==> config.mk <==
export PLATFORM = sky130hd
export DESIGN_NAME = weekly_alarm_table_matcher_flat
export DESIGN_NICKNAME = d
export VERILOG_FILES = /design/src/rtl/watm_pkg.sv /design/src/rtl/watm_if.sv /design/src/rtl/weekly_alarm_table_matcher.sv /design/src/rtl/watm_cell.sv /design/src/flat_wrapper.sv
export VERILOG_INCLUDE_DIRS = /design/src /design/src/rtl
export SDC_FILE = /design/constraint.sdc
export NUM_CORES = 2
export LEC_CHECK = 0
export BUFFER_PORTS_ARGS = -buffer_cell sky130_fd_sc_hd__buf_2
export CAP_MARGIN = 20
export CORE_ASPECT_RATIO = 0.75
export CORE_MARGIN = 8
export CORE_UTILIZATION = 40
export DETAILED_ROUTE_END_ITERATION = 7
export PLACE_DENSITY_LB_ADDON = 0.25
export SLEW_MARGIN = 20
export SYNTH_ARGS = -nofsm -noshare
export SYNTH_HDL_FRONTEND = slang
export SYNTH_SLANG_ARGS = --single-unit
==> constraint.sdc <==
create_clock -name clk -period 8.51 [get_ports clk]
set_input_delay 0.4255 -clock clk [delete_from_list [all_inputs] [get_ports clk]]
set_output_delay 0.4255 -clock clk [all_outputs]
set_load 0.005 [all_outputs]
==> src/rtl/weekly_alarm_table_matcher_assert.svh <==
// Assertion macros for the weekly alarm table matcher.
// Used by the top level; the macros expect signals named clk and rst_n in scope.
`ifndef WEEKLY_ALARM_TABLE_MATCHER_ASSERT_SVH
`define WEEKLY_ALARM_TABLE_MATCHER_ASSERT_SVH

// Consequent must hold in the same cycle as the antecedent.
`define WATM_ASSERT_NOW(label, ante, cons, msg) \
  label: assert property (@(posedge clk) disable iff (!rst_n) (ante) |-> (cons)) \
    else $error(msg);

// Consequent must hold in the cycle after the antecedent.
`define WATM_ASSERT_NEXT(label, ante, cons, msg) \
  label: assert property (@(posedge clk) disable iff (!rst_n) (ante) |=> (cons)) \
    else $error(msg);

`endif

==> src/rtl/watm_pkg.sv <==
// Shared types and constants of the weekly alarm table matcher.
// No dependencies; the matcher top level and the cell import this package.
`default_nettype none

package watm_pkg;

  localparam int DEFAULT_TABLE_DEPTH = 8;

  // Epochs below this value mean the real-time clock has not been set.
  localparam logic [31:0] SYNC_EPOCH_MIN = 32'd1000000000;

  // floor(x / 60) == (x * DIV60_MAGIC) >> DIV60_SHIFT for every 32-bit x.
  localparam logic [31:0] DIV60_MAGIC = 32'h8888_8889;
  localparam int          DIV60_SHIFT = 37;

  localparam logic [1:0] FUNC_ADD    = 2'd0;
  localparam logic [1:0] FUNC_REMOVE = 2'd1;
  localparam logic [1:0] FUNC_UPDATE = 2'd2;
  localparam logic [1:0] FUNC_CHECK  = 2'd3;

  localparam logic [1:0] KIND_STATUS = 2'd0;
  localparam logic [1:0] KIND_FIRE   = 2'd1;
  localparam logic [1:0] KIND_DONE   = 2'd2;

  typedef struct packed {
    logic        en;
    logic [4:0]  hr;
    logic [5:0]  mn;
    logic [6:0]  days;
    logic [2:0]  pump;
    logic [15:0] dose;
  } entry_t;

  // Per-cell control from the sequencer.
  typedef struct packed {
    logic wr;
    logic shift;
    logic match;
    logic live;
  } cell_ctl_t;

  // Data broadcast to every cell of the row.
  typedef struct packed {
    entry_t      entry;
    logic [31:0] emin;
    logic [4:0]  hour;
    logic [5:0]  minute;
    logic [2:0]  weekday;
  } bcast_t;

endpackage

`default_nettype wire

==> src/rtl/watm_if.sv <==
// Valid/ready stream interfaces for the item and result channels.
// Depends on nothing but the field widths of the block.
`default_nettype none

interface watm_in_if;
  logic        valid;
  logic        ready;
  logic [1:0]  func;
  logic [2:0]  slot_index;
  logic        entry_enabled;
  logic [4:0]  entry_hour;
  logic [5:0]  entry_minute;
  logic [6:0]  entry_day_mask;
  logic [2:0]  entry_pump;
  logic [15:0] entry_dose;
  logic [31:0] epoch_seconds;
  logic [4:0]  now_hour;
  logic [5:0]  now_minute;
  logic [2:0]  now_weekday;

  modport source (
    output valid, func, slot_index, entry_enabled, entry_hour, entry_minute,
           entry_day_mask, entry_pump, entry_dose, epoch_seconds, now_hour,
           now_minute, now_weekday,
    input  ready
  );
  modport sink (
    input  valid, func, slot_index, entry_enabled, entry_hour, entry_minute,
           entry_day_mask, entry_pump, entry_dose, epoch_seconds, now_hour,
           now_minute, now_weekday,
    output ready
  );
endinterface

interface watm_out_if;
  logic        valid;
  logic        ready;
  logic [1:0]  kind;
  logic        ok;
  logic [2:0]  fired_slot;
  logic [2:0]  fire_pump;
  logic [15:0] fire_dose;
  logic [3:0]  entry_count;
  logic        clock_synced;
  logic        last;

  modport source (
    output valid, kind, ok, fired_slot, fire_pump, fire_dose, entry_count,
           clock_synced, last,
    input  ready
  );
  modport sink (
    input  valid, kind, ok, fired_slot, fire_pump, fire_dose, entry_count,
           clock_synced, last,
    output ready
  );
endinterface

`default_nettype wire

==> src/rtl/weekly_alarm_table_matcher.sv <==
// Weekly alarm table matcher: one item at a time through a small sequencer.
// An add, remove or update passes through the execute and finish states and has
// its status result registered in the finish state. A check with the clock set
// also passes through the match and scan states before its closing result; a
// check with the clock not set goes from execute straight to the finish state.
// The epoch minute comes from one registered 32x32 reciprocal multiply, every
// cell then compares in parallel, and a scan counter walks the cells, one per
// cycle while no fire request waits on a full output register, to emit fire
// requests in slot order before the closing result. A remove shifts all later
// cells down together. Results stall the scan while the output register is full;
// the next item is accepted once the final result is registered.
`default_nettype none

module weekly_alarm_table_matcher #(
  parameter int TABLE_DEPTH = watm_pkg::DEFAULT_TABLE_DEPTH
) (
  input logic         clk,
  input logic         rst_n,
  watm_in_if.sink     in_ch,
  watm_out_if.source  out_ch
);
  import watm_pkg::*;

  `include "weekly_alarm_table_matcher_assert.svh"

  localparam int CW   = $clog2(TABLE_DEPTH + 1);
  localparam int IW   = (TABLE_DEPTH > 1) ? $clog2(TABLE_DEPTH) : 1;
  localparam int CMPW = (CW > 3) ? CW : 3;

  typedef enum logic [4:0] {
    S_IDLE  = 5'b00001,
    S_EXEC  = 5'b00010,
    S_MATCH = 5'b00100,
    S_SCAN  = 5'b01000,
    S_FIN   = 5'b10000
  } state_t;

  typedef struct packed {
    logic [1:0]  func;
    logic [2:0]  slot;
    entry_t      entry;
    logic [31:0] epoch;
    logic [4:0]  hour;
    logic [5:0]  minute;
    logic [2:0]  weekday;
  } item_t;

  typedef struct packed {
    logic [1:0]  kind;
    logic        ok;
    logic [2:0]  slot;
    logic [2:0]  pump;
    logic [15:0] dose;
    logic [3:0]  count;
    logic        synced;
    logic        last;
  } result_t;

  state_t          state_r, state_nxt;
  item_t           item_r;
  logic [CW-1:0]   count_r, count_nxt;
  logic [CW-1:0]   scan_r, scan_nxt;
  logic            synced_r, synced_nxt;
  logic            ok_r, ok_nxt;
  logic [63:0]     prod_r;
  logic            out_valid_r, out_valid_nxt;
  result_t         out_r, out_nxt;

  logic            slot_free;
  logic            in_take;
  logic            slot_in_use;
  logic            op_ok;
  logic            exec_op;
  bcast_t          bc;
  cell_ctl_t       ctl  [TABLE_DEPTH];
  entry_t          ent  [TABLE_DEPTH];
  logic [31:0]     lfm  [TABLE_DEPTH];
  logic            hits [TABLE_DEPTH];
  logic [IW-1:0]   scan_idx;

  assign slot_free   = !out_valid_r || out_ch.ready;
  assign in_ch.ready = (state_r == S_IDLE);
  assign in_take     = in_ch.valid && in_ch.ready;
  assign scan_idx    = scan_r[IW-1:0];
  assign slot_in_use = CMPW'(item_r.slot) < CMPW'(count_r);

  always_comb begin
    case (item_r.func)
      FUNC_ADD:    op_ok = count_r < CW'(TABLE_DEPTH);
      FUNC_REMOVE: op_ok = slot_in_use;
      FUNC_UPDATE: op_ok = slot_in_use;
      default:     op_ok = 1'b0;
    endcase
  end

  assign exec_op = (state_r == S_EXEC) && op_ok;

  assign bc.entry   = item_r.entry;
  assign bc.emin    = 32'(prod_r[63:DIV60_SHIFT]);
  assign bc.hour    = item_r.hour;
  assign bc.minute  = item_r.minute;
  assign bc.weekday = item_r.weekday;

  for (genvar i = 0; i < TABLE_DEPTH; i++) begin : g_cell
    assign ctl[i].wr = exec_op &&
        (((item_r.func == FUNC_ADD) && (count_r == CW'(i))) ||
         ((item_r.func == FUNC_UPDATE) && (CMPW'(item_r.slot) == CMPW'(i))));
    assign ctl[i].shift = exec_op && (item_r.func == FUNC_REMOVE) &&
        (CMPW'(i) >= CMPW'(item_r.slot)) && (CMPW'(i + 1) < CMPW'(count_r));
    assign ctl[i].match = (state_r == S_MATCH);
    assign ctl[i].live  = CMPW'(i) < CMPW'(count_r);

    if (i + 1 < TABLE_DEPTH) begin : g_mid
      watm_cell u_cell (
        .clk      (clk),
        .rst_n    (rst_n),
        .ctl      (ctl[i]),
        .bc       (bc),
        .nb_entry (ent[i+1]),
        .nb_lfm   (lfm[i+1]),
        .entry    (ent[i]),
        .lfm      (lfm[i]),
        .hit      (hits[i])
      );
    end else begin : g_end
      // The last cell never takes from a neighbour; it is fed back to itself.
      watm_cell u_cell (
        .clk      (clk),
        .rst_n    (rst_n),
        .ctl      (ctl[i]),
        .bc       (bc),
        .nb_entry (ent[i]),
        .nb_lfm   (lfm[i]),
        .entry    (ent[i]),
        .lfm      (lfm[i]),
        .hit      (hits[i])
      );
    end
  end

  always_comb begin
    state_nxt     = state_r;
    count_nxt     = count_r;
    scan_nxt      = scan_r;
    synced_nxt    = synced_r;
    ok_nxt        = ok_r;
    out_valid_nxt = out_valid_r && !out_ch.ready;
    out_nxt       = out_r;

    case (state_r)
      S_IDLE: begin
        if (in_take) begin
          state_nxt = S_EXEC;
        end
      end
      S_EXEC: begin
        if (item_r.func == FUNC_CHECK) begin
          if (item_r.epoch < SYNC_EPOCH_MIN) begin
            synced_nxt = 1'b0;
            state_nxt  = S_FIN;
          end else begin
            synced_nxt = 1'b1;
            state_nxt  = S_MATCH;
          end
        end else begin
          ok_nxt    = op_ok;
          state_nxt = S_FIN;
          if (op_ok && (item_r.func == FUNC_ADD)) begin
            count_nxt = count_r + CW'(1);
          end else if (op_ok && (item_r.func == FUNC_REMOVE)) begin
            count_nxt = count_r - CW'(1);
          end
        end
      end
      S_MATCH: begin
        scan_nxt  = '0;
        state_nxt = S_SCAN;
      end
      S_SCAN: begin
        if (scan_r == count_r) begin
          state_nxt = S_FIN;
        end else if (!hits[scan_idx]) begin
          scan_nxt = scan_r + CW'(1);
        end else if (slot_free) begin
          scan_nxt      = scan_r + CW'(1);
          out_valid_nxt = 1'b1;
          out_nxt.kind   = KIND_FIRE;
          out_nxt.ok     = 1'b1;
          out_nxt.slot   = 3'(scan_r);
          out_nxt.pump   = ent[scan_idx].pump;
          out_nxt.dose   = ent[scan_idx].dose;
          out_nxt.count  = 4'(count_r);
          out_nxt.synced = synced_r;
          out_nxt.last   = 1'b0;
        end
      end
      S_FIN: begin
        if (slot_free) begin
          out_valid_nxt  = 1'b1;
          out_nxt.kind   = (item_r.func == FUNC_CHECK) ? KIND_DONE : KIND_STATUS;
          out_nxt.ok     = (item_r.func == FUNC_CHECK) ? 1'b1 : ok_r;
          out_nxt.slot   = '0;
          out_nxt.pump   = '0;
          out_nxt.dose   = '0;
          out_nxt.count  = 4'(count_r);
          out_nxt.synced = synced_r;
          out_nxt.last   = 1'b1;
          state_nxt      = S_IDLE;
        end
      end
      default: begin
        state_nxt = S_IDLE;
      end
    endcase
  end

  always_ff @(posedge clk) begin
    if (!rst_n) begin
      state_r     <= S_IDLE;
      count_r     <= '0;
      scan_r      <= '0;
      synced_r    <= 1'b0;
      ok_r        <= 1'b0;
      out_valid_r <= 1'b0;
    end else begin
      state_r     <= state_nxt;
      count_r     <= count_nxt;
      scan_r      <= scan_nxt;
      synced_r    <= synced_nxt;
      ok_r        <= ok_nxt;
      out_valid_r <= out_valid_nxt;
    end
  end

  // Payload registers: item capture, epoch-minute product and the result slot.
  always_ff @(posedge clk) begin
    if (in_take) begin
      item_r.func          <= in_ch.func;
      item_r.slot          <= in_ch.slot_index;
      item_r.entry.en      <= in_ch.entry_enabled;
      item_r.entry.hr      <= in_ch.entry_hour;
      item_r.entry.mn      <= in_ch.entry_minute;
      item_r.entry.days    <= in_ch.entry_day_mask;
      item_r.entry.pump    <= in_ch.entry_pump;
      item_r.entry.dose    <= in_ch.entry_dose;
      item_r.epoch         <= in_ch.epoch_seconds;
      item_r.hour          <= in_ch.now_hour;
      item_r.minute        <= in_ch.now_minute;
      item_r.weekday       <= in_ch.now_weekday;
    end
    if (state_r == S_EXEC) begin
      prod_r <= 64'(item_r.epoch) * 64'(DIV60_MAGIC);
    end
    out_r <= out_nxt;
  end

  assign out_ch.valid        = out_valid_r;
  assign out_ch.kind         = out_r.kind;
  assign out_ch.ok           = out_r.ok;
  assign out_ch.fired_slot   = out_r.slot;
  assign out_ch.fire_pump    = out_r.pump;
  assign out_ch.fire_dose    = out_r.dose;
  assign out_ch.entry_count  = out_r.count;
  assign out_ch.clock_synced = out_r.synced;
  assign out_ch.last         = out_r.last;

  `WATM_ASSERT_NOW(a_count_bound, 1'b1, count_r <= CW'(TABLE_DEPTH), "table count above depth")
  `WATM_ASSERT_NOW(a_scan_bound, state_r == S_SCAN, scan_r <= count_r, "scan ran past the count")
  `WATM_ASSERT_NOW(a_fire_synced, out_valid_r && (out_r.kind == KIND_FIRE), synced_r, "fire while unsynced")
  `WATM_ASSERT_NEXT(a_take_exec, in_take, state_r == S_EXEC, "accepted transaction not executed")
  `WATM_ASSERT_NEXT(a_fire_not_last, (state_r == S_SCAN) && (state_nxt == S_SCAN) && out_valid_nxt && !out_valid_r, !out_r.last, "fire request marked last")

endmodule

`default_nettype wire

==> src/rtl/watm_cell.sv <==
// One cell of the alarm table row: an entry, its last fired minute and a hit flag.
// Depends on watm_pkg.
`default_nettype none

module watm_cell (
  input  logic               clk,
  input  logic               rst_n,
  input  watm_pkg::cell_ctl_t ctl,
  input  watm_pkg::bcast_t    bc,
  input  watm_pkg::entry_t    nb_entry,
  input  logic [31:0]         nb_lfm,
  output watm_pkg::entry_t    entry,
  output logic [31:0]         lfm,
  output logic                hit
);
  import watm_pkg::*;

  entry_t      entry_r;
  logic [31:0] lfm_r;
  logic        hit_r;
  logic [7:0]  day_ext;
  logic        fire;

  // A weekday of seven selects the padding bit and so never matches.
  assign day_ext = {1'b0, entry_r.days};

  assign fire = ctl.live && entry_r.en && (entry_r.hr == bc.hour) &&
                (entry_r.mn == bc.minute) && (lfm_r != bc.emin) &&
                day_ext[bc.weekday];

  always_ff @(posedge clk) begin
    if (ctl.wr) begin
      entry_r <= bc.entry;
    end else if (ctl.shift) begin
      entry_r <= nb_entry;
    end
  end

  always_ff @(posedge clk) begin
    if (!rst_n) begin
      lfm_r <= '0;
      hit_r <= 1'b0;
    end else begin
      if (ctl.wr) begin
        lfm_r <= '0;
      end else if (ctl.shift) begin
        lfm_r <= nb_lfm;
      end else if (ctl.match && fire) begin
        lfm_r <= bc.emin;
      end
      if (ctl.match) begin
        hit_r <= fire;
      end
    end
  end

  assign entry = entry_r;
  assign lfm   = lfm_r;
  assign hit   = hit_r;

endmodule

`default_nettype wire
==> src/flat_wrapper.sv <==
// flat-port wrapper written by rule: the top's interface ports become plain ports
module weekly_alarm_table_matcher_flat import watm_pkg::*;
#(
  parameter int TABLE_DEPTH = watm_pkg::DEFAULT_TABLE_DEPTH
)
  (clk, rst_n, in_ch_valid, in_ch_func, in_ch_slot_index, in_ch_entry_enabled, in_ch_entry_hour, in_ch_entry_minute, in_ch_entry_day_mask, in_ch_entry_pump, in_ch_entry_dose, in_ch_epoch_seconds, in_ch_now_hour, in_ch_now_minute, in_ch_now_weekday, in_ch_ready, out_ch_valid, out_ch_kind, out_ch_ok, out_ch_fired_slot, out_ch_fire_pump, out_ch_fire_dose, out_ch_entry_count, out_ch_clock_synced, out_ch_last, out_ch_ready);
  watm_in_if in_ch_i ();
  watm_out_if out_ch_i ();
  input logic clk;
  input logic rst_n;
  input wire logic [$bits(in_ch_i.valid)-1:0] in_ch_valid;
  input wire logic [$bits(in_ch_i.func)-1:0] in_ch_func;
  input wire logic [$bits(in_ch_i.slot_index)-1:0] in_ch_slot_index;
  input wire logic [$bits(in_ch_i.entry_enabled)-1:0] in_ch_entry_enabled;
  input wire logic [$bits(in_ch_i.entry_hour)-1:0] in_ch_entry_hour;
  input wire logic [$bits(in_ch_i.entry_minute)-1:0] in_ch_entry_minute;
  input wire logic [$bits(in_ch_i.entry_day_mask)-1:0] in_ch_entry_day_mask;
  input wire logic [$bits(in_ch_i.entry_pump)-1:0] in_ch_entry_pump;
  input wire logic [$bits(in_ch_i.entry_dose)-1:0] in_ch_entry_dose;
  input wire logic [$bits(in_ch_i.epoch_seconds)-1:0] in_ch_epoch_seconds;
  input wire logic [$bits(in_ch_i.now_hour)-1:0] in_ch_now_hour;
  input wire logic [$bits(in_ch_i.now_minute)-1:0] in_ch_now_minute;
  input wire logic [$bits(in_ch_i.now_weekday)-1:0] in_ch_now_weekday;
  output wire logic [$bits(in_ch_i.ready)-1:0] in_ch_ready;
  output wire logic [$bits(out_ch_i.valid)-1:0] out_ch_valid;
  output wire logic [$bits(out_ch_i.kind)-1:0] out_ch_kind;
  output wire logic [$bits(out_ch_i.ok)-1:0] out_ch_ok;
  output wire logic [$bits(out_ch_i.fired_slot)-1:0] out_ch_fired_slot;
  output wire logic [$bits(out_ch_i.fire_pump)-1:0] out_ch_fire_pump;
  output wire logic [$bits(out_ch_i.fire_dose)-1:0] out_ch_fire_dose;
  output wire logic [$bits(out_ch_i.entry_count)-1:0] out_ch_entry_count;
  output wire logic [$bits(out_ch_i.clock_synced)-1:0] out_ch_clock_synced;
  output wire logic [$bits(out_ch_i.last)-1:0] out_ch_last;
  input wire logic [$bits(out_ch_i.ready)-1:0] out_ch_ready;
  assign in_ch_i.valid = in_ch_valid;
  assign in_ch_i.func = in_ch_func;
  assign in_ch_i.slot_index = in_ch_slot_index;
  assign in_ch_i.entry_enabled = in_ch_entry_enabled;
  assign in_ch_i.entry_hour = in_ch_entry_hour;
  assign in_ch_i.entry_minute = in_ch_entry_minute;
  assign in_ch_i.entry_day_mask = in_ch_entry_day_mask;
  assign in_ch_i.entry_pump = in_ch_entry_pump;
  assign in_ch_i.entry_dose = in_ch_entry_dose;
  assign in_ch_i.epoch_seconds = in_ch_epoch_seconds;
  assign in_ch_i.now_hour = in_ch_now_hour;
  assign in_ch_i.now_minute = in_ch_now_minute;
  assign in_ch_i.now_weekday = in_ch_now_weekday;
  assign in_ch_ready = in_ch_i.ready;
  assign out_ch_valid = out_ch_i.valid;
  assign out_ch_kind = out_ch_i.kind;
  assign out_ch_ok = out_ch_i.ok;
  assign out_ch_fired_slot = out_ch_i.fired_slot;
  assign out_ch_fire_pump = out_ch_i.fire_pump;
  assign out_ch_fire_dose = out_ch_i.fire_dose;
  assign out_ch_entry_count = out_ch_i.entry_count;
  assign out_ch_clock_synced = out_ch_i.clock_synced;
  assign out_ch_last = out_ch_i.last;
  assign out_ch_i.ready = out_ch_ready;
  weekly_alarm_table_matcher #(.TABLE_DEPTH(TABLE_DEPTH)) u_core (.clk(clk), .rst_n(rst_n), .in_ch(in_ch_i), .out_ch(out_ch_i));
endmodule
## Yosys cells after proc, flatten, opt, wreduce, memory -nomap -nowiden

Index checks and enable logic that the tools add are counted.

| storage, ports and cells | value |
|---|---|
| bits in registers | 763 |
| input port bits | 93 |
| output and inout port bits | 33 |
| word-level logic and storage cells | 389 |

| cells by class | value |
|---|---|
| add/sub/neg operators | 3 |
| multipliers | 1 |
| magnitude comparators | 21 |
| equal/unequal tests | 54 |
| muxes and demuxes | 75 |
| bitwise gates (word level) | 4 |
| reductions and logical operators | 140 |

Operators by type and width:

| operator | count |
|---|---|
| 2-to-1 mux 38 bit | 14 |
| 2-to-1 mux 32 bit | 14 |
| != test 32 x 27 -> 1 bit | 7 |
| 2-to-1 mux 31 bit | 4 |
| binary-select mux 38 bit (select 3 bit) | 1 |
| logical AND 1 bit | 93 |
| multiplier 32 x 32 -> 64 bit (second input constant) | 1 |
| one-hot mux 31 bit (2 select lines) | 1 |
| == test 6 bit | 8 |
| == test 5 bit | 8 |
| 2-to-1 mux 19 bit | 2 |
| nonzero test 2 bit | 17 |
| less-than comparator 32 x 30 -> 1 bit (second input constant) | 1 |
| binary-select mux 1 bit (select 3 bit) | 9 |
| != test 27 bit | 1 |
| 2-to-1 mux 5 bit | 5 |
| one-hot mux 5 bit (5 select lines) | 1 |
| 2-to-1 mux 4 bit | 5 |
| OR reduction 2 bit | 9 |
| == test 4 x 3 -> 1 bit (second input constant) | 4 |
| less-than comparator 3 x 4 -> 1 bit (first input constant) | 4 |
| 2-to-1 mux 1 bit | 15 |
| == test 3 bit (second input constant) | 4 |
| greater-or-equal comparator 3 bit (first input constant) | 3 |
| 39 further kinds | 67 |

## Depth between registers and ports, before layout

| depth | value |
|---|---|
| depth after elaboration | 9 |
| mapped depth | 23 |
| depth with buffers taken out | 23 |

## Hierarchy

From an unflattened synthesis, not the netlist that was laid out.

| second synthesis, totals | value |
|---|---|
| cell total of the unflattened synthesis | 4,273 |
| area, all modules | 46,285.6 sq um |

By module, submodules not included:

| module | times used | cells an instance | area each (sq um) | sequential area each (sq um) |
|---|---|---|---|---|
| watm_cell | 8 | 341 | 3,647.2 | 1,801.7 |
| weekly_alarm_table_matcher | 1 | 1,545 | 17,107.7 | 4,734.5 |

## Worst setup path before layout

OpenSTA, ideal clock, no wires.

| path | value |
|---|---|
| path kind | reg2reg |
| start | reg u_core.item_r[15] (netlist bit) |
| end | reg u_core.prod_r[63], data pin |
| library setup time | 262 ps |
| arrival | 5,615 ps |
| required time | 8,248 ps |
| slack | 2,633 ps |
| stages on the path, launching flop included | 22 |
| buffers on the path | 0 |
| period minus slack after synthesis | 5,877 ps |
| path through | edfxtp_1 -> ha_1 -> fa_1 -> fa_1 -> inv_1 -> fa_1 -> fa_1 -> inv_1 -> fa_1 -> inv_1 -> fa_1 -> inv_1 -> ha_1 -> nand2_1 -> nor3_1 -> o2111ai_1 -> a31oi_1 -> a211oi_1 -> o21ai_1 -> a21oi_1 -> o31ai_1 -> xnor2_1 |

| between the ends | value |
|---|---|
| longest elaborated chain between the ends | 1 |

Ends and longest elaborated chain:

| element | RTL line | text |
|---|---|---|
| start, declared | weekly_alarm_table_matcher.sv:60 | `item_t item_r;` |
| multiplier 32 x 32 -> 64 bit | weekly_alarm_table_matcher.sv:252 | `prod_r <= 64'(item_r.epoch) * 64'(DIV60_MAGIC);` |
| end signal, assigned | weekly_alarm_table_matcher.sv:252 |  |
| end, declared | weekly_alarm_table_matcher.sv:65 | `logic [63:0] prod_r;` |

Every way passes these cells.
A chain may end at the register's enable or synchronous reset.

## Worst setup path in the final report

| path | value |
|---|---|
| start | reg u_core.item_r[15] (netlist bit) |
| end | reg u_core.prod_r[56], data pin |

The elaborated chain is that of the path after synthesis.

==> flow_summary.yaml <==
status:
  status: "finished, final reports clean"
global_route:
  first_global_vias: 28341
  grt_pass1_wl_mm: 175.7
  grt_max_degree: 56
  track_usage: 0.1878
  antenna_found_initial: 1
  gr-total-overflow: 0
yosys:
  syn_area_um2: 43280
  synth_top_area_frac: 0.3129
  yosysTopAreaCell: "edfxtp_1"
  synthTopCellsByArea: "edfxtp_1 31%, dfxtp_1 11%, ha_1 9.0%"
  synth_area_per_cell_um2: 11.81
  synth-seq-cells: 691
  synthesis.nets: 4224
  synthFlopType: "edfxtp_1"
  synth_common_cells: "451 x edfxtp_1, 335 x inv_1, 311 x ha_1"
  synth_most_common_cell: "edfxtp_1"
  yosysWarnings: 0
  synth_cells: 3663
  synth_edf_count: 451
  async_flop_share: 0
  synth_cell_types: 74
  ys_seq_area_frac: 0.4240
timing:
  clock.fmax_ghz: 0.1522
  worst_slew_pin_slew_ns: 1.073
  setup_viol: 0
  fin_tns_setup_ns: 0
  setup_ws_ns: 1.938
  maxSlewHeadroom: 0.2832
  rsz0062_at_grt: "false"
  fin_crit_sh: 0.7723
  layout_min_cycle_time_ns: 6.572
  hold_viol: 0
  fin_skew_ns: 0.04145
  report.final.slew_viol_count: 0
power:
  power.switching_w: 0.006150
  clkPwrFrac: 0.219
  pwr-share-comb: 0.516
  p_int_w: 0.008595
  power.density_nw_per_um2: 302.8
  swShare: 0.4171
  ir_drop_v: 0.0004139
  seqPwrFrac: 0.265
  power.leakage_nw: 20.19
  p_total_w: 0.01475
detailed_routing:
  avgRoutedWirePerCell_um: 21.56
  met3_length_mm: 6.444
  top_layer_used: "met4"
  drc_errors: 0
  initialDrtViolationCount: 2182
  wl_mm: 114.0
  met1_length_mm: 58.33
  met2_wirelength_mm: 47.46
  drtPass1Iterations: 5
  vias_per_cell: 5.321
  postRouteAntennaNets: 0
  vias: 28148
die:
  fp-row-count: 104
  core_um2: 107400
  start_util: 0.4031
  die_area_um2: 119100
  fp.dieW_um: 395.8
  die_h_um: 300.9
  ios: 126
setup_path:
  cp_max_fo: 5
  end_kind: "flip-flop"
  required_ns: 8.88
  critPathKind: "reg2reg"
  critPathLaunchType: "flip-flop"
  ff2ff_setup_slack_ns: 1.94
  r2r_cells: 21
  critPathArrivalTime_ns: 6.94
placement:
  dp_cells: 5067
  numPortBuffers: 125
  dp.final_hpwl_mm: 81.17
  gp_congestion: 0.8941
  post-place-ws_ns: 1.995
  dpl-instance-area_um2: 45360
hold_path:
  hold_depth: 2
  hold_path.class: "in2reg"
cts:
  clkSinkCount: 691
  cts_tree: "done"
  insertion_delay_ns: 0.66
  ctsRootBufferMaster: "clkbuf_16"
  cts_inserted_buffers: 73
  clockBufferDepth: 3
  clk_pin_slew_ns: 0.06
  cts_resized: 0
  htreeDepth: 3
flow_run:
  drv_cap: 0
finish:
  fin_area_um2: 48700
  area_growth_pct: 12.53
  layout.nets: 4362
  instances_no_fill: 5290
  drive_gt1_frac: 0.1726
  antenna_cells: 0
cell families (layout without fill, tap and decap cells):
logic type,Yosys count,after routing,share of synthesized area
compound gates,453,453,0.07222
xor+xnor,345,345,0.07000
fa+ha+maj,468,468,0.1625
buf+inv,552,748,0.05355
flops,691,691,0.4240
mux,564,564,0.1520
simple gates,590,590,0.06572
path summary, 6_finish.rpt:
| check | start | to |
|---|---|---|
| worst max register to register | u_core.item_r[15] | u_core.prod_r[56] |
| worst max-delay path | u_core.item_r[15] | u_core.prod_r[56] |
| worst min-delay path | in_ch_valid | u_core.state_r[1] |
| worst min register to register | u_core.synced_r | u_core.out_ch.clock_synced |
power by group through the flow:
stage | Clock, W | Combinational (W) | Sequential, W
floorplan | 0 | 0.00540 | 0.00391
global placement | 0 | 0.00741 | 0.00397
detailed placement | 0 | 0.00738 | 0.00397
CTS | 0.00331 | 0.00750 | 0.00390
global route | 0.00343 | 0.00856 | 0.00391
finish | 0.00323 | 0.00761 | 0.00390
sequential cells by signal, indices dropped and copies added, names as in the netlist:
name	flops
u_core.g_cell.g_mid.u_cell.entry	266
u_core.g_cell.g_mid.u_cell.lfm	189
u_core.bc	52
u_core.g_cell.g_end.u_cell.entry	38
u_core.item_r	37
u_core.g_cell.g_end.u_cell.lfm	27
u_core.prod_r	27
u_core.out_ch.fire_dose	16
u_core.g_cell.g_mid.u_cell.hit	7
u_core.state_r	5
u_core.count_r	4
u_core.out_ch.entry_count	4
u_core.scan_r	4
u_core.out_ch.fire_pump	3
u_core.out_ch.fired_slot	3
u_core.out_ch.kind	2
u_core.g_cell.g_end.u_cell.hit	1
u_core.ok_r	1
u_core.out_ch.clock_synced	1
u_core.out_ch.last	1
u_core.out_ch.ok	1
u_core.out_ch.valid	1
u_core.synced_r	1
cells in the final DEF (no fill, tap or decap), types with 13 or more instances in the layout:
master and n:
xnor2_1 156, xor2_1 188, buf_2 125, nand2_1 71
mux2i_1 251, nor4_1 43, edfxtp_1 451, a21oi_1 73
mux4_2 48, mux2_2 265, nand4_1 61, a21o_1 30
buf_4 63, dlygate4sd3_1 89, a211oi_1 195, fa_1 157
clkbuf_16 75, a31oi_1 13, nand3_1 25, nor2_1 277
nand2b_1 13, ha_1 311, nor3_1 22, inv_1 335
clkinv_2 15, clkbuf_1 15, dfxtp_1 238, o21ai_0 47
worst max-delay path, stage by stage (launching register included):
cell and delay, ns:
edfxtp_1 0.47, ha_1 0.40, fa_1 0.52, fa_1 0.51
inv_1 0.05, fa_1 0.46, fa_1 0.49, inv_1 0.05
fa_1 0.47, inv_1 0.05, fa_1 0.48, inv_1 0.04
ha_1 0.31, a21oi_1 0.18, o211ai_1 0.11, a21oi_1 0.18
a31oi_1 0.10, a211oi_1 0.51, o21ai_0 0.22, a31oi_1 0.38
o21bai_1 0.14, xor2_1 0.16
what timing repair did:
action | 4_1_cts | 5_1_grt
hold buffers | 89 | 0
buffers inserted | 0 | 0
hold endpoints to repair | 89 | 0
metal layers:
metal | up-vias | GRT usage
met4 | 0 | 0.03315
met5 | - | 0
met2 | 698 | 0.2710
li1 | 13382 | -
met1 | 13948 | 0.2937
met3 | 120 | 0.03392
layout make-up:
class	instances	area, µm²
repair buffers	278	2017
inverters	337	1265
flip-flops and latches	691	18350
well taps	1431	1790
multi-input cells	2420	22870
clock buffers	97	2029
fillers	9900	58660
clock inverters	36	369.1
through the flow:
step                      hold slack, ns    util
after floorplan                   0.4081       -
after global placement            0.4152  0.4224
after detailed placement          0.4208  0.4226
after CTS                        0.06355  0.4532
after global routing             0.07259  0.4536
final                             0.1121  0.4536
(Power assumes the default switching activity.)
